==> src/design/crtc_pkg.sv <==
// Package: command codes, register numbers, widths and helpers for the clock block.
`timescale 1ns / 1ps

package crtc_pkg;

  localparam int CmdWidth  = 2;
  localparam int RegWidth  = 4;
  localparam int DataWidth = 8;
  localparam int SecWidth  = 6;
  localparam int MinWidth  = 6;
  localparam int HourWidth = 5;
  localparam int DayWidth  = 9;

  // Command codes
  localparam logic [CmdWidth-1:0] CMD_TICK  = 2'd0;
  localparam logic [CmdWidth-1:0] CMD_READ  = 2'd1;
  localparam logic [CmdWidth-1:0] CMD_WRITE = 2'd2;

  // Clock register numbers
  localparam logic [RegWidth-1:0] REG_SEC  = 4'd8;
  localparam logic [RegWidth-1:0] REG_MIN  = 4'd9;
  localparam logic [RegWidth-1:0] REG_HOUR = 4'd10;
  localparam logic [RegWidth-1:0] REG_DAYL = 4'd11;
  localparam logic [RegWidth-1:0] REG_DAYH = 4'd12;

  // One item as handed to the time-keeping unit
  typedef struct packed {
    logic                 valid;
    logic [CmdWidth-1:0]  cmd;
    logic [RegWidth-1:0]  reg_number;
    logic [DataWidth-1:0] write_data;
  } op_t;

  // Byte modulo 60: remove 240, 120 and 60 in turn
  function automatic logic [SecWidth-1:0] mod60(input logic [DataWidth-1:0] d);
    logic [DataWidth-1:0] r;
    r = d;
    if (r >= 8'd240) r = r - 8'd240;
    if (r >= 8'd120) r = r - 8'd120;
    if (r >= 8'd60)  r = r - 8'd60;
    return r[SecWidth-1:0];
  endfunction

  // Byte modulo 24: remove 192, 96, 48 and 24 in turn
  function automatic logic [HourWidth-1:0] mod24(input logic [DataWidth-1:0] d);
    logic [DataWidth-1:0] r;
    r = d;
    if (r >= 8'd192) r = r - 8'd192;
    if (r >= 8'd96)  r = r - 8'd96;
    if (r >= 8'd48)  r = r - 8'd48;
    if (r >= 8'd24)  r = r - 8'd24;
    return r[HourWidth-1:0];
  endfunction

endpackage

==> src/design/crtc_clock.sv <==
// Time-keeping unit: second, minute, hour and day counters with register access.
`timescale 1ns / 1ps

module crtc_clock (
  input  logic                          clk,
  input  logic                          rst,
  input  crtc_pkg::op_t                 op,
  output logic [crtc_pkg::DataWidth-1:0] rd_value
);

  logic [crtc_pkg::SecWidth-1:0]  seconds_count, seconds_count_next;
  logic [crtc_pkg::MinWidth-1:0]  minutes_count, minutes_count_next;
  logic [crtc_pkg::HourWidth-1:0] hours_count, hours_count_next;
  logic [crtc_pkg::DayWidth-1:0]  days_count, days_count_next;

  logic sec_wrap, min_wrap, hour_wrap;

  // Carry chain for a one-second tick
  assign sec_wrap  = (seconds_count >= 6'd59);
  assign min_wrap  = (minutes_count >= 6'd59);
  assign hour_wrap = (hours_count >= 5'd23);

  // Work out the next counter values for the item in hand
  always_comb begin
    seconds_count_next = seconds_count;
    minutes_count_next = minutes_count;
    hours_count_next   = hours_count;
    days_count_next    = days_count;
    if (op.valid) begin
      case (op.cmd)
        crtc_pkg::CMD_TICK: begin
          seconds_count_next = sec_wrap ? '0 : seconds_count + 6'd1;
          if (sec_wrap) begin
            minutes_count_next = min_wrap ? '0 : minutes_count + 6'd1;
            if (min_wrap) begin
              hours_count_next = hour_wrap ? '0 : hours_count + 5'd1;
              // Day count wraps at 512 by its width
              if (hour_wrap) days_count_next = days_count + 9'd1;
            end
          end
        end
        crtc_pkg::CMD_WRITE: begin
          case (op.reg_number)
            crtc_pkg::REG_SEC:  seconds_count_next = crtc_pkg::mod60(op.write_data);
            crtc_pkg::REG_MIN:  minutes_count_next = crtc_pkg::mod60(op.write_data);
            crtc_pkg::REG_HOUR: hours_count_next   = crtc_pkg::mod24(op.write_data);
            crtc_pkg::REG_DAYL: days_count_next    = {days_count[8], op.write_data};
            crtc_pkg::REG_DAYH: days_count_next    = {op.write_data[0], days_count[7:0]};
            default: ;
          endcase
        end
        default: ;
      endcase
    end
  end

  // Hold the counters, cleared on reset
  always_ff @(posedge clk) begin
    if (rst) begin
      seconds_count <= '0;
      minutes_count <= '0;
      hours_count   <= '0;
      days_count    <= '0;
    end else begin
      seconds_count <= seconds_count_next;
      minutes_count <= minutes_count_next;
      hours_count   <= hours_count_next;
      days_count    <= days_count_next;
    end
  end

  // Select the register for a read, unknown numbers read as zero
  always_comb begin
    case (op.reg_number)
      crtc_pkg::REG_SEC:  rd_value = {2'b00, seconds_count};
      crtc_pkg::REG_MIN:  rd_value = {2'b00, minutes_count};
      crtc_pkg::REG_HOUR: rd_value = {3'b000, hours_count};
      crtc_pkg::REG_DAYL: rd_value = days_count[7:0];
      crtc_pkg::REG_DAYH: rd_value = {7'd0, days_count[8]};
      default:            rd_value = '0;
    endcase
  end

endmodule

==> src/design/cartridge_rtc_registers_top.sv <==
// Cartridge real-time clock: input register, counter update, read result register.
// Path: a read item passes the input register and then the result register to
// read_data.
// Throughput: one item per cycle; a read waits in the input register only while
// a previous result is held by out_stall.
// Reset: rst clears both valid flags and all four counters to zero.
`timescale 1ns / 1ps

module cartridge_rtc_registers_top (
  input  logic                           clk,
  input  logic                           rst,
  input  logic                           in_valid,
  output logic                           in_stall,
  input  logic [crtc_pkg::CmdWidth-1:0]  cmd,
  input  logic [crtc_pkg::RegWidth-1:0]  reg_number,
  input  logic [crtc_pkg::DataWidth-1:0] write_data,
  output logic                           out_valid,
  input  logic                           out_stall,
  output logic [crtc_pkg::DataWidth-1:0] read_data
);

  logic                           in_q_valid;
  logic [crtc_pkg::CmdWidth-1:0]  cmd_q;
  logic [crtc_pkg::RegWidth-1:0]  reg_number_q;
  logic [crtc_pkg::DataWidth-1:0] write_data_q;
  logic                           advance;
  logic                           is_read;
  crtc_pkg::op_t                  op;
  logic [crtc_pkg::DataWidth-1:0] rd_value;

  // Only a read needs room in the result register
  assign is_read  = (cmd_q == crtc_pkg::CMD_READ);
  assign advance  = in_q_valid && (!is_read || !out_valid || !out_stall);
  assign in_stall = in_q_valid && !advance;

  // Input register: take a new transfer whenever it is empty or the held item moves on
  always_ff @(posedge clk) begin
    if (rst) begin
      in_q_valid <= 1'b0;
    end else if (!in_stall) begin
      in_q_valid <= in_valid;
    end
  end

  always_ff @(posedge clk) begin
    if (!in_stall && in_valid) begin
      cmd_q        <= cmd;
      reg_number_q <= reg_number;
      write_data_q <= write_data;
    end
  end

  assign op = '{valid: advance, cmd: cmd_q, reg_number: reg_number_q,
                write_data: write_data_q};

  crtc_clock u_clock (
    .clk      (clk),
    .rst      (rst),
    .op       (op),
    .rd_value (rd_value)
  );

  // Result register: load on a read, drop once transferred
  always_ff @(posedge clk) begin
    if (rst) begin
      out_valid <= 1'b0;
    end else if (advance && is_read) begin
      out_valid <= 1'b1;
    end else if (!out_stall) begin
      out_valid <= 1'b0;
    end
  end

  always_ff @(posedge clk) begin
    if (advance && is_read) begin
      read_data <= rd_value;
    end
  end

endmodule

==> config.mk <==
export PLATFORM = sky130hd
export DESIGN_NAME = cartridge_rtc_registers_top
export DESIGN_NICKNAME = d
export VERILOG_FILES = /design/src/design/crtc_pkg.sv /design/src/design/crtc_clock.sv /design/src/design/cartridge_rtc_registers_top.sv
export SDC_FILE = /design/constraint.sdc
export NUM_CORES = 1
export LEC_CHECK = 0
export BUFFER_PORTS_ARGS = -buffer_cell sky130_fd_sc_hd__buf_2
export CAP_MARGIN = 20
export CORE_MARGIN = 1.5
export CORE_UTILIZATION = 45
export DETAILED_ROUTE_END_ITERATION = 16
export PLACE_DENSITY = 0.73
export SYNTH_ARGS = -nofsm -noshare
export SYNTH_HDL_FRONTEND = slang
export SYNTH_SLANG_ARGS = --single-unit
export TNS_END_PERCENT = 30
==> constraint.sdc <==
create_clock -name clk -period 4.7 [get_ports clk]
set_clock_uncertainty 0.15 [all_clocks]
set_input_delay 1.41 -clock clk [delete_from_list [all_inputs] [get_ports clk]]
set_output_delay 1.41 -clock clk [all_outputs]
set_load 0.005 [all_outputs]
[After elaboration in Yosys (flattened, before gate mapping)]
Index checks and enable logic that the tools add are counted.
Widths: inputs -> output; s select.
Operators by class
  add/subtract/negate cells: 13
  $lt $le $gt $ge: 12
  equal/unequal tests: 18
  multiplexer cells: 50
  reduce and logical (&&, ||, !) cells: 18
Operators with widths (number)
  $mux 8: 27
  $mux 6: 7
  $pmux 8 s5: 1
  $pmux 9 s2: 2
  $mux 9: 3
  $mux 5: 5
  $ge 8x6->1 const B: 3
  $ge 8x7->1 const B: 3
  $pmux 6 s2: 2
  $sub 8x7->8 const B: 3
  $eq 4x4->1 const B: 5
  $ne 2x1->1 const B: 9
  $ge 8x8->1 const B: 2
  $sub 8x8->8 const B: 2
  $reduce_and 7->1: 2
  $add 6x1->6 const B: 2
  $ge 6x6->1 const B: 2
  $sub 6x6->6 const B: 2
  $pmux 5 s2: 1
  $add 9x1->9 const B: 1
  $ge 8x5->1 const B: 1
  $sub 8x6->8 const B: 1
  $add 5x1->5 const B: 1
  $ge 5x5->1 const B: 1
  other kinds (13): 23
Word-level totals
  bits in registers: 50
  input port bits: 18
  word-level logic and storage cells: 122

[Logic depth before layout (Yosys ltp)]
Gate-level depths: netlist of run 1.
  depth in word-level cells: 20
  mapped depth: 14
  mapped depth without buffers: 14

[Hierarchy]
From an unflattened synthesis of run 1, not the netlist that was laid out.
Unflattened totals
  cell total of the unflattened synthesis: 380
  area, all modules: 3342.0 um2
Modules (own cells, without submodules)
  crtc_clock: times used 1, cells each 346, area an instance 2565.0 um2, seq. area each 520.5 um2
  cartridge_rtc_registers_top: times used 1, cells each 34, area an instance 777.0 um2, seq. area each 700.7 um2

[Worst setup path after synthesis of run 1]
No wires, ideal clock.
  path kind: input to output
  start: input out_stall
  end: output in_stall
  arrival time: 1.641 ns
  setup slack: 1.499 ns
  stages on the path: 2
  path buffers: 0
  cells stage by stage: nand2_1 -> nor2_1
On the way
  word-level cells in the longest chain between the ends: 5
Ends and longest elaborated chain
  from (decl): line cartridge_rtc_registers_top.sv:18  | input logic out_stall,
  $logic_not 1->1
  $logic_or 1x1->1: line cartridge_rtc_registers_top.sv:33  | assign advance = in_q_valid && (!is_read || !out_valid || !out_stall);
  $logic_and 1x1->1: line cartridge_rtc_registers_top.sv:33
  $logic_not 1->1: line cartridge_rtc_registers_top.sv:34  | assign in_stall = in_q_valid && !advance;
  $logic_and 1x1->1: line cartridge_rtc_registers_top.sv:34
  to (decl): line cartridge_rtc_registers_top.sv:13  | output logic in_stall,
No other way between the ends.

[Worst setup path in the final report of run 1]
  start: register write_data_q[4] (netlist name)
  end: register u_clock.minutes_count[5] (netlist name)
On the way
  word-level cells in the longest chain between the ends: 14
  elaborated cells on any way between the ends: 17
  classes of those cells: add/sub: 3; order compare: 3; mux: 11
Ends and longest elaborated chain
  from (decl): line cartridge_rtc_registers_top.sv:25  | logic [crtc_pkg::DataWidth-1:0] write_data_q;
  from (signal assigned): line cartridge_rtc_registers_top.sv:49  | write_data_q <= write_data;
  $sub 8x8->8 or $ge 8x8->1 (tied branches): line crtc_pkg.sv:38  | if (r >= 8'd240) r = r - 8'd240;
  $mux 8 (*): line crtc_pkg.sv:38
  $mux 8 (*): line crtc_clock.sv:43  | case (op.reg_number)
  $mux 8 (*): line crtc_clock.sv:30  | case (op.cmd)
  $mux 8 (*): line crtc_clock.sv:29  | if (op.valid) begin
  $sub 8x7->8 or $ge 8x7->1 (tied branches): line crtc_pkg.sv:39  | if (r >= 8'd120) r = r - 8'd120;
  $mux 8 (*): line crtc_pkg.sv:39
  $mux 8 (*): line crtc_clock.sv:43
  $mux 8 (*): line crtc_clock.sv:30
  $mux 8 (*): line crtc_clock.sv:29
  $ge 8x6->1 or $sub 6x6->6 (tied branches): line crtc_pkg.sv:40  | if (r >= 8'd60) r = r - 8'd60;
  $mux 6 (*): line crtc_pkg.sv:40
  $mux 6 (*): line crtc_clock.sv:43
  $pmux 6 s2 (*): line crtc_clock.sv:30
  to (signal assigned): line crtc_clock.sv:66  | minutes_count <= minutes_count_next;
  to (decl): line crtc_clock.sv:12  | logic [crtc_pkg::MinWidth-1:0] minutes_count, minutes_count_next;
Every way passes the cells marked *; elsewhere a longest branch is shown, timed or not. The select of a mux whose other input is x is not followed.
A chain may end at the register's enable or synchronous reset.

==> results, run 1 <==
- The summed negative setup slack over all endpoints is 0 ns.
- The number of synthesized register bits is 50.
- In this run the most critical hold path is launched from out_valid.
- The synthesized netlist net count is 404.
- The net count of the finished layout is 422.
- The chip width is about 90 µm.
- The final count of hold timing violations is 0.
- The number of flops mapped to enable cells by yosys is 22.
- Dividing the detail-routed via count by the number of cells gives 6.028.
- In the final layout, the share of cells above drive strength 1 is 0.1818.
- The setup violation total in the final timing report is 0.
- The flow ran to the end, and the final reports show no timing, DRC or antenna violations.
- The leakage power of the design is 1.263 nW.
- The tree built by TritonCTS fans out to 50 sinks.
- The number of ports placed on the die boundary is 28.
- The combined buffer and inverter count along the critical path is 1.
- The count of nets left with antenna violations once routing finished came out at 0.
- The final number of max-transition violations is 0.
- The number of port buffers is 27.
- The post-route fraction of the period consumed by the critical path is 0.7956.
- In this run the worst setup path begins at write_data_q[4].
- The worst hold path belongs to the class reg -> reg.
- The worst setup path is of the reg -> reg kind.
- For the pin with the worst max-slew slack, the measured transition is 0.9647 ns.
- Dividing total power by cell area gives a power density of 246.5 nW/µm².
- The H-tree depth reported by CTS is 2.
- Summing internal, switching and leakage power gives 907.1 µW.
- Summed over all layers, the global routing overflow is 0.
- During synthesis, Yosys emitted a total of 0 warnings.
- The overall track demand over capacity in global routing is 0.2057.
- Among the stages of the critical path, the cell type that occurs most often is sky130_fd_sc_hd__ha_1.
- The gate count of the mapped netlist is 377.
- Summing over every cut layer, the via total after detailed routing is between 2000 and 3000.
- The primary flip-flop cell chosen by synthesis mapping is sky130_fd_sc_hd__dfxtp_1.
- The detailed placer's ending HPWL is slightly below 6000 µm.
- TritonCTS built the clock tree.
- Entering global routing, the biggest net connects 30 pins.
- The worst-case IR drop observed on VDD is ~0.00021 V.
- Post-CTS timing repair inserted 0 buffers for setup.
- The worst path in the final design needs a cycle of 3.739 ns, including I/O delays and setup.
- Data on the critical path arrives at its endpoint at around 3.8 ns.
- In this run the worst path has a maximum fanout of 16.
- The remaining routing DRC violations is 0.
- The critical path's slowest cell is sky130_fd_sc_hd__edfxtp_1.
- The critical path goes through ha_1 > and3_2 > xnor2_1 > inv_1 > ha_1 > and4b_2 > a22oi_2 > nand2_1 > o21ai_0 > ha_1 > o2111ai_1 > a32oi_1 > a2bb2oi_1 > nor3_1.
- The area overhead of the layout relative to synthesis is 8.725%.
- The total wirelength of the detailed-routed design is approximately 8100 µm.
- The proportion of register bits with asynchronous set or reset after synthesis is 0.
- The via count of the first global-routing pass was 2723.
- Among cell families on the critical path, the largest total delay comes from adder cells.
- The peak per-stage delay on the critical path is 0.65 ns.
- The DRC violation total after the first TritonRoute iteration is roughly 220.
- Derived from the worst setup path, the maximum achievable clock frequency is 0.2674 GHz.
- The first global-routing pass estimated 13410 µm of wire.
- From bottom edge to top edge, the die measures 89.73 µm.
- The number of CTS-inserted buffers is 5.
- Row generation in the floorplan step produced 31 rows.
- The number of diodes added for antenna fixing is 0.
- The launch point of the worst reg-to-reg path is write_data_q[4].
- The number of antenna violations at the first check in global routing is 0.
- The commonest non-fill, non-tap cell in the layout is sky130_fd_sc_hd__nor2_1.
- The share of the Yosys chip area taken by registers is 0.3608.
- The number of detailed-route iterations in the first pass is 5.
- The max-slew headroom at the worst pin is 0.3569.
- The clock root buffer is sky130_fd_sc_hd__clkbuf_8.
- In this run the deepest clock path goes through 2 buffers.
- The tool flagged a number of max-cap violations equal to 0.
- Setup repair after global routing left no endpoint under its margin.
- The clock reaches the later pin of the worst-skew pair after 0.31 ns.
- At the end of routability-driven placement, the weighted congestion stood at 0.9396.
- After clock tree synthesis, the clock-pin slew on the worst setup and hold paths is around 0.09 ns.
- The starting utilization of the core area is 0.4666.
- Counting distinct cell types in the post-synthesis netlist gives 77.
- The overall die area is 8051 µm².
- The cell area after technology mapping is 3384 µm².
- The core area is roughly 7300 µm².
- In the layout the commonest cells are sky130_fd_sc_hd__nor2_1, sky130_fd_sc_hd__nand2_1, sky130_fd_sc_hd__dfxtp_1, sky130_fd_sc_hd__o21ai_0, sky130_fd_sc_hd__buf_2.
- The routed wirelength normalized by instance count is 16.37 µm.
- The category of the worst setup path capture point is a flip-flop.
- The number of hold buffers added after CTS is 0.
- In this run, post-CTS repair resized a total of 0 instances.
- The worst setup path is launched from a flip-flop.
- The per-instance average area after synthesis is roughly 9 µm².
- The critical path data required time is 4.72 ns.
[per-layer routing]
| layer | share of wire | vias up | wire [µm] | global-route usage |
|---|---|---|---|---|
| met4 | 0.017 | 0 | 139 | 0.07407 |
| met3 | 0.066 | 15 | 538 | 0.03469 |
| li1 | - | 1451 | - | - |
| met5 | 0 | - | 0 | 0 |
| met2 | 0.45 | 126 | 3644 | 0.3162 |
| met1 | 0.47 | 1392 | 3783 | 0.2914 |
[Yosys cell counts (5+ instances only)]
cell,instances,share of area
sky130_fd_sc_hd__o21ai_0,27,0.040
sky130_fd_sc_hd__nand2_1,38,0.042
sky130_fd_sc_hd__nand3_1,15,0.022
sky130_fd_sc_hd__xnor2_1,7,0.018
sky130_fd_sc_hd__ha_1,9,0.033
sky130_fd_sc_hd__a21oi_1,24,0.035
sky130_fd_sc_hd__mux4_2,5,0.033
sky130_fd_sc_hd__mux2i_1,6,0.018
sky130_fd_sc_hd__and3_1,7,0.013
sky130_fd_sc_hd__clkbuf_1,11,0.012
sky130_fd_sc_hd__a211oi_1,7,0.016
sky130_fd_sc_hd__inv_1,11,0.012
sky130_fd_sc_hd__nor2b_1,6,0.011
sky130_fd_sc_hd__and2_1,7,0.013
sky130_fd_sc_hd__dfxtp_1,28,0.17
sky130_fd_sc_hd__nor3_1,8,0.012
sky130_fd_sc_hd__edfxtp_1,22,0.20
sky130_fd_sc_hd__nor2_1,46,0.051
[path summary, 6_finish.rpt]
kind	slack, ns	cells past startpoint	endpoint
worst max-delay path	0.96	14	u_clock.minutes_count[5]
worst min-delay path	0.36	2	out_valid
worst max register to register	0.96	14	u_clock.minutes_count[5]
worst min register to register	0.36	2	out_valid
[cells by family (layout without fill, tap and decap cells)]
family | count (synthesis) | after routing | synth area share
AOI/OAI and AO/OA | 111 | 111 | 0.2481
and+or+nand+nor | 158 | 158 | 0.2440
adders and majority gates | 9 | 9 | 0.03327
DFF | 50 | 50 | 0.3608
buffers and inverters | 29 | 48 | 0.03697
xor gates and xnor gates | 7 | 7 | 0.01811
muxes | 13 | 13 | 0.05878
[per-stage QoR]
| step | hold WS, ns | std cells | util | setup WS, ns | instance area (µm²) |
|---|---|---|---|---|---|
| finish | 0.3555 | 495 | 0.5073 | 0.9606 | 3680 |
| global route | 0.4003 | 495 | 0.5073 | 0.6081 | 3680 |
| CTS | 0.3652 | 494 | 0.5063 | 0.9845 | 3672 |
| detailed placement | 0.3495 | 486 | 0.4918 | 1.058 | 3567 |
| global placement | 0.3298 | 486 | 0.4918 | 1.183 | 3567 |
| floorplan | 0.3183 | 377 | - | 1.499 | 3385 |
[flip-flops by register name (all words and copies together), names as in the netlist]
name / count
reg_number_q: 4
read_data: 8
cmd_q: 2
u_clock.seconds_count: 6
write_data_q: 8
u_clock.hours_count: 5
out_valid: 1
u_clock.minutes_count: 6
u_clock.days_count: 9
in_q_valid: 1
[cell type report]
cell class,instances,area (µm²)
Inverter,11,41.29
Fill cell,713,3573
Multi-Input combinational cell,298,2038
Clock buffer,7,97.59
Tap cell,99,123.9
Clock inverter,1,7.507
Sequential cell,50,1221
Timing Repair Buffer,29,150.1
[power breakdown]
group / leakage (nW) / switching [mW] / internal [mW] / total [mW]
logic: 0.770 / 0.0772 / 0.0603 / 0.137
registers: 0.443 / 0.0225 / 0.464 / 0.487
clock network: 0.0496 / 0.145 / 0.138 / 0.283
total: 1.26 / 0.245 / 0.662 / 0.907
[worst register-to-register path, stage by stage, from the launching register on]
cell                        delay, ns
sky130_fd_sc_hd__edfxtp_1        0.65
sky130_fd_sc_hd__ha_1            0.39
sky130_fd_sc_hd__and3_2          0.27
sky130_fd_sc_hd__xnor2_1         0.22
sky130_fd_sc_hd__inv_1           0.07
sky130_fd_sc_hd__ha_1            0.24
sky130_fd_sc_hd__and4b_2         0.28
sky130_fd_sc_hd__a22oi_2         0.18
sky130_fd_sc_hd__nand2_1         0.07
sky130_fd_sc_hd__o21ai_0         0.12
sky130_fd_sc_hd__ha_1            0.32
sky130_fd_sc_hd__o2111ai_1       0.15
sky130_fd_sc_hd__a32oi_1         0.23
sky130_fd_sc_hd__a2bb2oi_1       0.19
sky130_fd_sc_hd__nor3_1          0.07
Note: power is estimated with default switching activity, not from simulation.
==> run 2, diff against run 1 <==
clock period = 3.5 ns   (was 4.7 ns; I/O delays follow)
==> results, run 2 (synthesis results as in run 1) <==
- The minimum clock period after layout is 3.214 ns.
- The first-pass GRT wire length is 13730 µm.
- The starting utilization of the core area is 0.4666.
- The kind of start point of the critical path is a flip-flop.
- The worst hold path terminates at out_valid.
- The setup path with the least slack is of type reg -> reg.
- The area overhead of the layout relative to synthesis is 10.57%.
- In this run the tightest slew margin relative to its limit is 0.4425.
- The buffer levels on the longest clock path is 2.
- The via density per instance is ~6.
- The cell depth of the worst flop-to-flop path is 12.
- The count of nets left with antenna violations once routing finished came out at 0.
- In this run the core area contains 31 standard-cell rows.
- Power spread over the standard cell area amounts to 325.4 nW/µm².
- The launch point of the worst reg-to-reg path is write_data_q[6].
- The flip-flop and latch area is 1221 µm².
- Counting every sink on the clock net gives 50.
- The pre-antenna-repair detailed-routing pass consisted of 6 iterations.
- The largest fanout of any net on the critical path is 8.
- The critical path data required time is 3.53 ns.
- The number of antenna violations at the first check in global routing was 0.
- The overall die area is between 8000 and 9000 µm².
- The largest registers in the layout are u_clock.days_count (9), read_data (8), write_data_q (8).
- Setup repair after global routing left no endpoint under its margin.
- In the final layout, the multi-input gates occupy 2038 µm².
- The source of the worst hold timing path is out_valid.
- TritonCTS built the clock tree.
- The final weighted congestion of routability-driven global placement is 0.9255.
- The fraction of final layout cells sized beyond drive strength 1 is 0.2025.
- The commonest non-fill, non-tap cell in the layout is sky130_fd_sc_hd__nor2_1.
- Max-cap violations in this run came to 0.
- The detailed placer's ending HPWL is 6146 µm.
- The register with the most flip-flops in the layout has 9 of them.
- In the routed design, unresolved DRC markers number 0.
- The later pin in the worst-skew pair is clocked with a latency of 0.32 ns.
- Input and output buffers added on the ports amount to 27.
- After detailed routing, the average wire length per cell comes to 16.45 µm.
- Setup total negative slack on the finished layout was measured at 0 ns.
- The register-to-register setup slack is 0.29 ns.
- The number of antenna diodes in the final layout is 0.
- The DRC violation total after the first TritonRoute iteration is 382.
- The leakage power of the design is 1.309 nW.
- The via count of the first global-routing pass is 2768.
- In this run the critical register-to-register path is captured at u_clock.hours_count[3].
- The floorplan step set the die width to 89.73 µm.
- The transition time at the pin with the least slew margin is 0.8362 ns.
- The setup violation total in the final timing report is 0.
- The pin count of the biggest net entering global routing is 30.
- The final count of hold timing violations came to 0.
- The overall track demand over capacity in global routing is 0.2106.
- The worst path arrival time is roughly 3.3 ns.
- The category of the worst setup path capture point is a flip-flop.
- The routed layout has 3038 vias.
- The routed design has between 8000 and 9000 µm of wire.
- The final number of max-transition violations came to 0.
- Derived from the worst setup path, the maximum achievable clock frequency is between 0.3 and 0.4 GHz.
- The die extent in y is 89.73 µm.
- The clock root buffer is sky130_fd_sc_hd__clkbuf_8.
- The launching instance or port of the critical path is write_data_q[6].
- The H-tree was split into 2 levels.
- The path category of the worst min-delay check is reg -> reg.
- The core area is approximately 7300 µm².
- After clock tree synthesis, the clock-pin slew on the worst setup and hold paths is around 0.10 ns.
- The post-route fraction of the period consumed by the critical path is 0.9182.
- The number of CTS-inserted buffers is 5.
- The worst-case setup margin in the final layout is 0.2862 ns.
- The total congestion overflow is 0.
- The post-CTS setup buffer count is 0.
- After clock tree synthesis, the flow added hold-fix buffers numbering 0.
- The highest ir drop seen on vdd is ~0.00024 V.
- The worst-case setup slack after placement is 0.2927 ns.
- The number of instances on the worst hold path is 2.
- After clock tree synthesis, the repair step resized 0 gates.
- u_clock.days_count holds more flip-flops than any other register.
- The flow ran to the end, and the final reports show no timing, DRC or antenna violations.
- The number of ports placed on the die boundary is 28.
- The final layout contains 431 nets.
- The top cell types in the final layout, fill and taps aside, are sky130_fd_sc_hd__nor2_1, sky130_fd_sc_hd__nand2_1, sky130_fd_sc_hd__dfxtp_1, sky130_fd_sc_hd__o21ai_0, sky130_fd_sc_hd__buf_2.
- Fill cells in the final layout number a little under 700.
run 2: changes by cell type in the layout (fill, tap and decap cells not counted), sizes merged:
cell      previous run  this run
clkbuf               7         6
clkinvlp             1         0
clkinv               0         2
buf                 29        38
run 2: how the worst max path moves through the flow:
stage / to / cells after the start
after floorplan: u_clock.hours_count[3] / 14
after global placement: u_clock.seconds_count[5] / 14
after detailed placement: u_clock.seconds_count[5] / 14
after CTS: u_clock.seconds_count[5] / 14
after global routing: u_clock.seconds_count[5] / 14
final: u_clock.hours_count[3] / 12
run 2: per-stage QoR:
stage	utilization	cell area, µm²	power, mW	instances	hold slack [ns]
6_report	0.5160	3742	1.218	504	0.3759
5_1_grt	0.5160	3742	1.267	504	0.4036
4_1_cts	0.5160	3742	1.225	504	0.3786
3_5_place_dp	0.5022	3642	0.8583	496	0.3627
3_3_place_gp	0.5022	3642	0.8508	496	0.3294
2_1_floorplan	-	3385	0.8044	377	0.3183
run 2: routing by layer:
metal / vias to the layer above / routed length (µm) / GRT usage
li1: 1459 / - / -
met1: 1432 / 3799 / 0.2883
met2: 130 / 3805 / 0.3365
met3: 17 / 551 / 0.03892
met4: 0 / 133 / 0.06878
met5: - / 0 / 0
run 2: power breakdown:
part           internal [mW]  total (mW)  switching [mW]
clock network          0.163       0.370           0.207
logic                 0.0875       0.205           0.118
registers              0.623       0.642          0.0193
run 2: cell type report:
cell class | count | area share
clock buffer | 6 | 0.02207
clock inverter | 2 | 0.004681
inverter | 11 | 0.01103
multi-input combinational | 298 | 0.5446
sequential | 50 | 0.3263
tap | 99 | 0.03310
timing repair buffer | 38 | 0.05817
run 2: worst max-delay path, cell delays in order, from the launching register on:
cell	delay [ns]
sky130_fd_sc_hd__edfxtp_1	0.51
sky130_fd_sc_hd__and2b_2	0.28
sky130_fd_sc_hd__ha_1	0.24
sky130_fd_sc_hd__a311oi_4	0.38
sky130_fd_sc_hd__xnor2_1	0.24
sky130_fd_sc_hd__inv_1	0.08
sky130_fd_sc_hd__ha_1	0.20
sky130_fd_sc_hd__inv_1	0.15
sky130_fd_sc_hd__a41oi_1	0.06
sky130_fd_sc_hd__a21oi_1	0.24
sky130_fd_sc_hd__o221ai_2	0.18
sky130_fd_sc_hd__a221oi_2	0.28
sky130_fd_sc_hd__o22ai_1	0.10
